`src/sv/ofsl_pkg.sv`:
```
// types, header codes and defaults shared by the object file section loader
// no dependencies
`default_nettype none

package ofsl_pkg;

  localparam int unsigned ADDR_BITS_DEF = 16;

  localparam logic [15:0] HDR_CODE = 16'hCADE;
  localparam logic [15:0] HDR_DATA = 16'hDADA;
  localparam logic [15:0] HDR_SYMB = 16'hC3B7;
  localparam logic [15:0] HDR_FILE = 16'hF17E;
  localparam logic [15:0] HDR_LINE = 16'h715E;

  // number of words in a line-number record after its header
  localparam logic [1:0] LINE_REC_WORDS = 2'd3;

  typedef enum logic [3:0] {
    PH_HEADER  = 4'd0,
    PH_ADDR    = 4'd1,
    PH_COUNT   = 4'd2,
    PH_PAYLOAD = 4'd3,
    PH_BYTES   = 4'd4,
    PH_RECORD  = 4'd5
  } phase_t;

  typedef enum logic [2:0] {
    SK_CODE = 3'd0,
    SK_DATA = 3'd1,
    SK_SYMB = 3'd2,
    SK_FILE = 3'd3,
    SK_LINE = 3'd4
  } section_t;

  typedef enum logic [1:0] {
    KIND_CODE  = 2'd0,
    KIND_DATA  = 2'd1,
    KIND_ERROR = 2'd2
  } kind_t;

  typedef struct packed {
    logic        valid;
    kind_t       kind;
    logic [15:0] mem_addr;
    logic [15:0] mem_word;
  } result_t;

endpackage

`default_nettype wire

```
`src/sv/object_file_section_loader.sv`:
```
// object file section loader top level
// depends on ofsl_pkg, ofsl_in_reg, ofsl_parser, ofsl_out_reg
`default_nettype none

// Loads an object file given one byte per transfer on the input channel.
// Bytes pair into big-endian words; code and data sections turn each payload
// word into one memory write transfer (kind code or data, word address, word),
// symbol, filename and line-number sections are skipped silently, and an
// unknown header word gives one error transfer carrying that word with
// address zero. One byte is taken every clock cycle, sustained, as long as
// the output side is not stalled: the parser state (phase, held high byte,
// count, address) updates once per byte, combinationally between the input
// register and the result register; a byte that causes a write reaches the
// output through both registers. Write addresses are kept to ADDR_BITS bits
// and wrap; a section count of zero means an empty section.

module object_file_section_loader #(
  parameter int unsigned ADDR_BITS = ofsl_pkg::ADDR_BITS_DEF
) (
  input  wire logic        clk,
  input  wire logic        rst,
  input  wire logic        in_valid,
  output logic             in_stall,
  input  wire logic [7:0]  in_byte,
  output logic             out_valid,
  input  wire logic        out_stall,
  output ofsl_pkg::kind_t  kind,
  output logic [15:0]      mem_addr,
  output logic [15:0]      mem_word
);

  import ofsl_pkg::*;

  logic       byte_valid;
  logic [7:0] byte_q;
  logic       out_free;
  logic       step;
  result_t    res;

  // the parser advances whenever a byte is held and the result slot can take
  // whatever this byte produces
  assign step = byte_valid && out_free;

  ofsl_in_reg u_in_reg (
    .clk        (clk),
    .rst        (rst),
    .in_valid   (in_valid),
    .in_stall   (in_stall),
    .in_byte    (in_byte),
    .take       (step),
    .byte_valid (byte_valid),
    .byte_q     (byte_q)
  );

  ofsl_parser #(
    .ADDR_BITS (ADDR_BITS)
  ) u_parser (
    .clk     (clk),
    .rst     (rst),
    .step    (step),
    .byte_in (byte_q),
    .res     (res)
  );

  // result register: refills in the same cycle its transfer completes
  ofsl_out_reg u_out_reg (
    .clk       (clk),
    .rst       (rst),
    .res       (res),
    .free      (out_free),
    .out_valid (out_valid),
    .out_stall (out_stall),
    .kind      (kind),
    .mem_addr  (mem_addr),
    .mem_word  (mem_word)
  );

endmodule

`default_nettype wire

```
`src/sv/ofsl_in_reg.sv`:
```
// input register stage for the byte stream
// depends on nothing but the handshake of the parser behind it
`default_nettype none

module ofsl_in_reg (
  input  wire logic       clk,
  input  wire logic       rst,
  input  wire logic       in_valid,
  output logic            in_stall,
  input  wire logic [7:0] in_byte,
  input  wire logic       take,
  output logic            byte_valid,
  output logic [7:0]      byte_q
);

  logic load;

  assign in_stall = byte_valid && !take;
  assign load     = in_valid && !in_stall;

  always_ff @(posedge clk) begin
    if (rst) begin
      byte_valid <= 1'b0;
    end else if (load) begin
      byte_valid <= 1'b1;
    end else if (take) begin
      byte_valid <= 1'b0;
    end
  end

  always_ff @(posedge clk) begin
    if (load) begin
      byte_q <= in_byte;
    end
  end

endmodule

`default_nettype wire

```
`src/sv/ofsl_parser.sv`:
```
// section parser: word pairing, header decode, counters and write address
// depends on ofsl_pkg
`default_nettype none

module ofsl_parser #(
  parameter int unsigned ADDR_BITS = ofsl_pkg::ADDR_BITS_DEF
) (
  input  wire logic       clk,
  input  wire logic       rst,
  input  wire logic       step,
  input  wire logic [7:0] byte_in,
  output ofsl_pkg::result_t res
);

  import ofsl_pkg::*;

  phase_t                 parse_phase, parse_phase_next;
  logic                   byte_half, byte_half_next;
  logic [7:0]             high_byte, high_byte_next;
  section_t               section_kind, section_kind_next;
  logic [ADDR_BITS-1:0]   write_addr, write_addr_next;
  logic [15:0]            items_left, items_left_next;
  logic [1:0]             record_field, record_field_next;

  logic [15:0]            word;
  logic [15:0]            items_dec;
  logic [1:0]             field_inc;

  assign word      = {high_byte, byte_in};
  assign items_dec = items_left - 16'd1;
  assign field_inc = record_field + 2'd1;

  always_comb begin
    parse_phase_next  = parse_phase;
    byte_half_next    = byte_half;
    high_byte_next    = high_byte;
    section_kind_next = section_kind;
    write_addr_next   = write_addr;
    items_left_next   = items_left;
    record_field_next = record_field;
    res               = '0;
    res.kind          = KIND_CODE;

    if (parse_phase == PH_BYTES) begin
      items_left_next = items_dec;
      if (items_dec == 16'd0) begin
        parse_phase_next = PH_HEADER;
      end
    end else if (!byte_half) begin
      high_byte_next = byte_in;
      byte_half_next = 1'b1;
    end else begin
      byte_half_next = 1'b0;
      unique case (parse_phase)
        PH_ADDR: begin
          write_addr_next  = word[ADDR_BITS-1:0];
          parse_phase_next = PH_COUNT;
        end
        PH_COUNT: begin
          items_left_next = word;
          if (word == 16'd0) begin
            parse_phase_next = PH_HEADER;
          end else if (section_kind == SK_CODE || section_kind == SK_DATA) begin
            parse_phase_next = PH_PAYLOAD;
          end else begin
            parse_phase_next = PH_BYTES;
          end
        end
        PH_PAYLOAD: begin
          res.valid       = 1'b1;
          res.kind        = (section_kind == SK_DATA) ? KIND_DATA : KIND_CODE;
          res.mem_addr    = 16'(write_addr);
          res.mem_word    = word;
          write_addr_next = write_addr + 1'b1;
          items_left_next = items_dec;
          if (items_dec == 16'd0) begin
            parse_phase_next = PH_HEADER;
          end
        end
        PH_RECORD: begin
          record_field_next = field_inc;
          if (field_inc == LINE_REC_WORDS) begin
            record_field_next = 2'd0;
            parse_phase_next  = PH_HEADER;
          end
        end
        default: begin
          // header search
          priority if (word == HDR_CODE) begin
            section_kind_next = SK_CODE;
            parse_phase_next  = PH_ADDR;
          end else if (word == HDR_DATA) begin
            section_kind_next = SK_DATA;
            parse_phase_next  = PH_ADDR;
          end else if (word == HDR_SYMB) begin
            section_kind_next = SK_SYMB;
            parse_phase_next  = PH_ADDR;
          end else if (word == HDR_FILE) begin
            section_kind_next = SK_FILE;
            parse_phase_next  = PH_COUNT;
          end else if (word == HDR_LINE) begin
            section_kind_next = SK_LINE;
            record_field_next = 2'd0;
            parse_phase_next  = PH_RECORD;
          end else begin
            res.valid        = 1'b1;
            res.kind         = KIND_ERROR;
            res.mem_addr     = 16'd0;
            res.mem_word     = word;
            parse_phase_next = PH_HEADER;
          end
        end
      endcase
    end

    if (!step) begin
      res.valid = 1'b0;
    end
  end

  always_ff @(posedge clk) begin
    if (rst) begin
      parse_phase  <= PH_HEADER;
      byte_half    <= 1'b0;
      high_byte    <= 8'd0;
      section_kind <= SK_CODE;
      write_addr   <= '0;
      items_left   <= 16'd0;
      record_field <= 2'd0;
    end else if (step) begin
      parse_phase  <= parse_phase_next;
      byte_half    <= byte_half_next;
      high_byte    <= high_byte_next;
      section_kind <= section_kind_next;
      write_addr   <= write_addr_next;
      items_left   <= items_left_next;
      record_field <= record_field_next;
    end
  end

endmodule

`default_nettype wire

```
`src/sv/ofsl_out_reg.sv`:
```
// result register toward the memory write port
// depends on ofsl_pkg
`default_nettype none

module ofsl_out_reg (
  input  wire logic               clk,
  input  wire logic               rst,
  input  wire ofsl_pkg::result_t  res,
  output logic                    free,
  output logic                    out_valid,
  input  wire logic               out_stall,
  output ofsl_pkg::kind_t         kind,
  output logic [15:0]             mem_addr,
  output logic [15:0]             mem_word
);

  import ofsl_pkg::*;

  assign free = !out_valid || !out_stall;

  always_ff @(posedge clk) begin
    if (rst) begin
      out_valid <= 1'b0;
    end else if (free) begin
      out_valid <= res.valid;
    end
  end

  always_ff @(posedge clk) begin
    if (free && res.valid) begin
      kind     <= res.kind;
      mem_addr <= res.mem_addr;
      mem_word <= res.mem_word;
    end
  end

endmodule

`default_nettype wire
```
`config.mk`:
```
export PLATFORM = sky130hd
export DESIGN_NAME = object_file_section_loader
export DESIGN_NICKNAME = d
export VERILOG_FILES = /design/src/sv/ofsl_pkg.sv /design/src/sv/object_file_section_loader.sv /design/src/sv/ofsl_in_reg.sv /design/src/sv/ofsl_parser.sv /design/src/sv/ofsl_out_reg.sv
export SDC_FILE = /design/constraint.sdc
export NUM_CORES = 1
export LEC_CHECK = 0
export BUFFER_PORTS_ARGS = -buffer_cell sky130_fd_sc_hd__buf_2
export CORE_MARGIN = 5
export CORE_UTILIZATION = 53
export CTS_CLUSTER_DIAMETER = 100
export DETAILED_ROUTE_END_ITERATION = 10
export PLACE_DENSITY = 0.76
export SYNTH_ARGS = -nofsm -noshare
export SYNTH_HDL_FRONTEND = slang
export SYNTH_HIERARCHICAL = 1
export SYNTH_SLANG_ARGS = --single-unit
export TNS_END_PERCENT = 20
```
`constraint.sdc`:
```
create_clock -name clk -period 2.6 [get_ports clk]
set_input_delay 0.78 -clock clk [delete_from_list [all_inputs] [get_ports clk]]
set_output_delay 0.78 -clock clk [all_outputs]
set_load 0.005 [all_outputs]
```
==> run_results.csv <==
group,metric,value,unit
finish,utilization,64.0,%
die,dieWidth,105,um
placement,post-place-ws,0.0668,ns
sta,skew,0.0118,ns
worst_hold_path,hp-class,"flip-flop to flip-flop",
worst_setup_path,path_cells,"inv_1 -> ha_2 -> or3b_4 -> o32ai_2 -> a22o_1 -> o2111ai_1 -> or3_1 -> a32o_1",
worst_setup_path,crit_type,"flip-flop to flip-flop",
route,firstDrtPassIters,5,
finish,area_delta_synth_final,17.2,%
worst_setup_path,rr_startpoint,"u_parser/items_left[0]$_SDFFE_PP0P_",
placement,portBuffers,47,
pwr,netSwitchingPower,0.656,mW
sta,setup-violations-final,0,
route,wirelength,12400,um
run,max-cap-violations,0,
placement,dp.cells,690,
sta,setup_tns,0,ns
finish,final_nets,608,
sta,drv_slew,0,
placement,gp_congestion,0.994,
worst_hold_path,hp-start,"u_parser/items_left[15]$_SDFFE_PP0P_",
logic_synthesis,avgSynthCellArea,9.14,um2
global_route,first_global_vias,4031,
finish,final-instance-count-excl-fill,706,
placement,dp_hpwl,8810,um
global_route,grt_max_degree,42,
logic_synthesis,synth_ff_type,"dfxtp_1",
die,top_level_ports,48,
worst_setup_path,slowest_delay,0.42,ns
run_status,status,"finished clean",
sta,timing.hold.ws,0.500,ns
route,vias,4305,
pwr,power,2.74,mW
finish,drive_above_1_share,20.6,%
route,viasPerCell,6.10,
cts,cts.sinks,94,
pwr,leakage,2.17,nW
die,start_util,54.6,%
global_route,grt_pass1_wl,20500,um
logic_synthesis,syn_nets,536,
pwr,swShare,23.9,%
cts,max-clock-path-buffers,2,
die,dieArea,11000,um2
cts,cts-buffers-inserted,9,
finish,seq_area,2300,um2
pwr,clock_power_share,35.6,%
logic_synthesis,synth_area,4760,um2
logic_synthesis,ys_seq_area_share,48.4,%
sta,period_share,95.5,%
placement,placed_area,5360,um2
pwr,vdd_drop_max,0.000272,V
worst_setup_path,end_kind,"flip-flop",
route,drt_iter0_drc,339,
sta,timing.slew.headroom,46.1,%
worst_setup_path,crit_fanout,8,
die,rows,34,
die,fp.dieH,105,um
pwr,seq_power_share,57.8,%
finish,multi_input_area,2330,um2
route,post-route-drc-count,0,
route,wl_per_cell,17.6,um
worst_setup_path,cp-startpoint,"u_parser/items_left[0]$_SDFFE_PP0P_",
route,ant_nets,0,
sta,tightestPinTransition,0.806,ns
finish,fin_area,5580,um2
logic_synthesis,synth.ff_latch_count,94,
worst_setup_path,worstPathRequired,2.85,ns
cts,cts.clk_slew.worst_paths,0.09,ns
worst_setup_path,cp.arrival,2.74,ns
pwr,intPower,2.09,mW
worst_setup_path,cp_slowest_cell,"or3b_4",
worst_setup_path,startpoint_type,"flip-flop",
cts,cts_tree,"done",
pwr,power.density,492,nW/um2
global_route,overflow,0,
die,core_area,8720,um2
global_route,grtUsageTotal,22.7,%
logic_synthesis,synth_edf_count,42,
logic_synthesis,synth_cell_types,60,
sta,fmax,403,MHz
sta,hold_viol,0,
global_route,antenna_found_initial,0,
logic_synthesis,async_flop_share,0,%
finish,diodes,0,
cts,ctsRootBufferMaster,"clkbuf_8",
sta,finalCriticalPeriod,2.48,ns
finish,fillers,705,
logic_synthesis,synth_cells,521,
sta,setup_ws,0.118,ns
logic_synthesis,yosys_warnings,6,
cts,clkLatencyLatePin,0.36,ns
pwr,combPwrFrac,6.7,%
cts,htreeDepth,3,
==> sequential cells by signal, summed over array words and instances (netlist names) <==
signal                 cells
u_parser/write_addr       16
u_parser/section_kind      3
u_out_reg/mem_addr        16
u_parser/high_byte         8
u_in_reg/byte_q            8
u_out_reg/out_valid        1
u_out_reg/kind             2
u_in_reg/byte_valid        1
u_parser/items_left       16
u_parser/parse_phase       4
u_parser/record_field      2
u_out_reg/mem_word        16
u_parser/byte_half         1
==> critical path, delay by kind of cell, from the launching register on <==
kind                     cells  cell delay, ns
AND/OR/NAND/NOR              2            0.81
adder cells (fa/ha/maj)      1            0.22
flip-flops                   1            0.40
AO/OA/AOI/OAI                4            0.86
buffers and inverters        1            0.10
==> cells in the final DEF, fill, tap and decap left out, types with 6 or more instances in the layout <==
cell / n
nor2_1: 61
dfxtp_1: 52
buf_2: 47
buf_4: 46
nand2_1: 45
edfxtp_1: 42
a21oi_1: 42
and2_1: 33
nor3_1: 21
o21ai_0: 21
nand4_1: 11
a211oi_1: 11
mux2i_1: 11
nor4_1: 10
clkbuf_8: 9
inv_1: 9
or3_1: 9
nand3_1: 8
nand2b_1: 7
a22oi_1: 7
a21o_1: 6
xor2_1: 6
==> worst paths after layout <==
path	to	slack, ns	depth (start not counted)
worst max-delay path	u_parser/parse_phase[2]$_SDFFE_PP0P_	0.12	8
worst min register to register	u_parser/items_left[15]$_SDFFE_PP0P_	0.50	2
worst min-delay path	u_parser/items_left[15]$_SDFFE_PP0P_	0.50	2
worst max register to register	u_parser/parse_phase[2]$_SDFFE_PP0P_	0.12	8
==> Yosys cell counts, types with 9 or more instances <==
master    count  area [um2]
nand2_1      45         169
inv_1         9        33.8
nor3_1       21         105
clkbuf_1     32         120
nor2_1       61         229
mux2i_1      11         110
dfxtp_1      52        1040
nand4_1      11        68.8
o21ai_0      21         105
nor4_1       10        62.6
edfxtp_1     42        1260
a211oi_1     11        82.6
and2_1       34         213
or3_1         9        56.3
a21oi_1      42         210
==> power by group through the flow <==
stage,combinational [mW],sequential [mW],clock (mW)
after floorplan,0.0894,1.62,0
after global placement,0.175,1.62,0
after detailed placement,0.178,1.62,0
after CTS,0.179,1.58,0.995
after global routing,0.198,1.59,1.06
final,0.182,1.59,0.976
==> logic make-up after synthesis <==
logic type | share of synthesized area [%]
xor+xnor | 1.47
flops | 48.4
simple gates | 27.2
mux | 2.31
buf+inv | 3.23
fa+ha+maj | 0.789
compound gates | 16.6
==> final cells by class <==
type	instances	area share, %
tap	108	2.42
inverter	9	0.605
sequential	94	41.3
clock inverter	7	1.32
clock buffer	9	2.22
multi-input combinational	386	41.8
timing repair buffer	93	10.4
==> repair_timing <==
item | in CTS | in global routing
resized for setup | 0 | 5
endpoints found under the setup margin | 0 | 35
endpoints found under the hold margin | 0 | 0
buffers inserted | 0 | 0
hold buffers | 0 | 0
==> routing by layer <==
layer	wire length, um	GRT usage, %	part of all wire (%)	up-vias
li1	-	-	-	2059
met3	872	3.70	7.0	33
met5	0	0	0	-
met4	363	9.59	2.9	0
met1	5380	31.5	43	2049
met2	5790	35.4	47	164
Power figures use the tool's default switching activity.
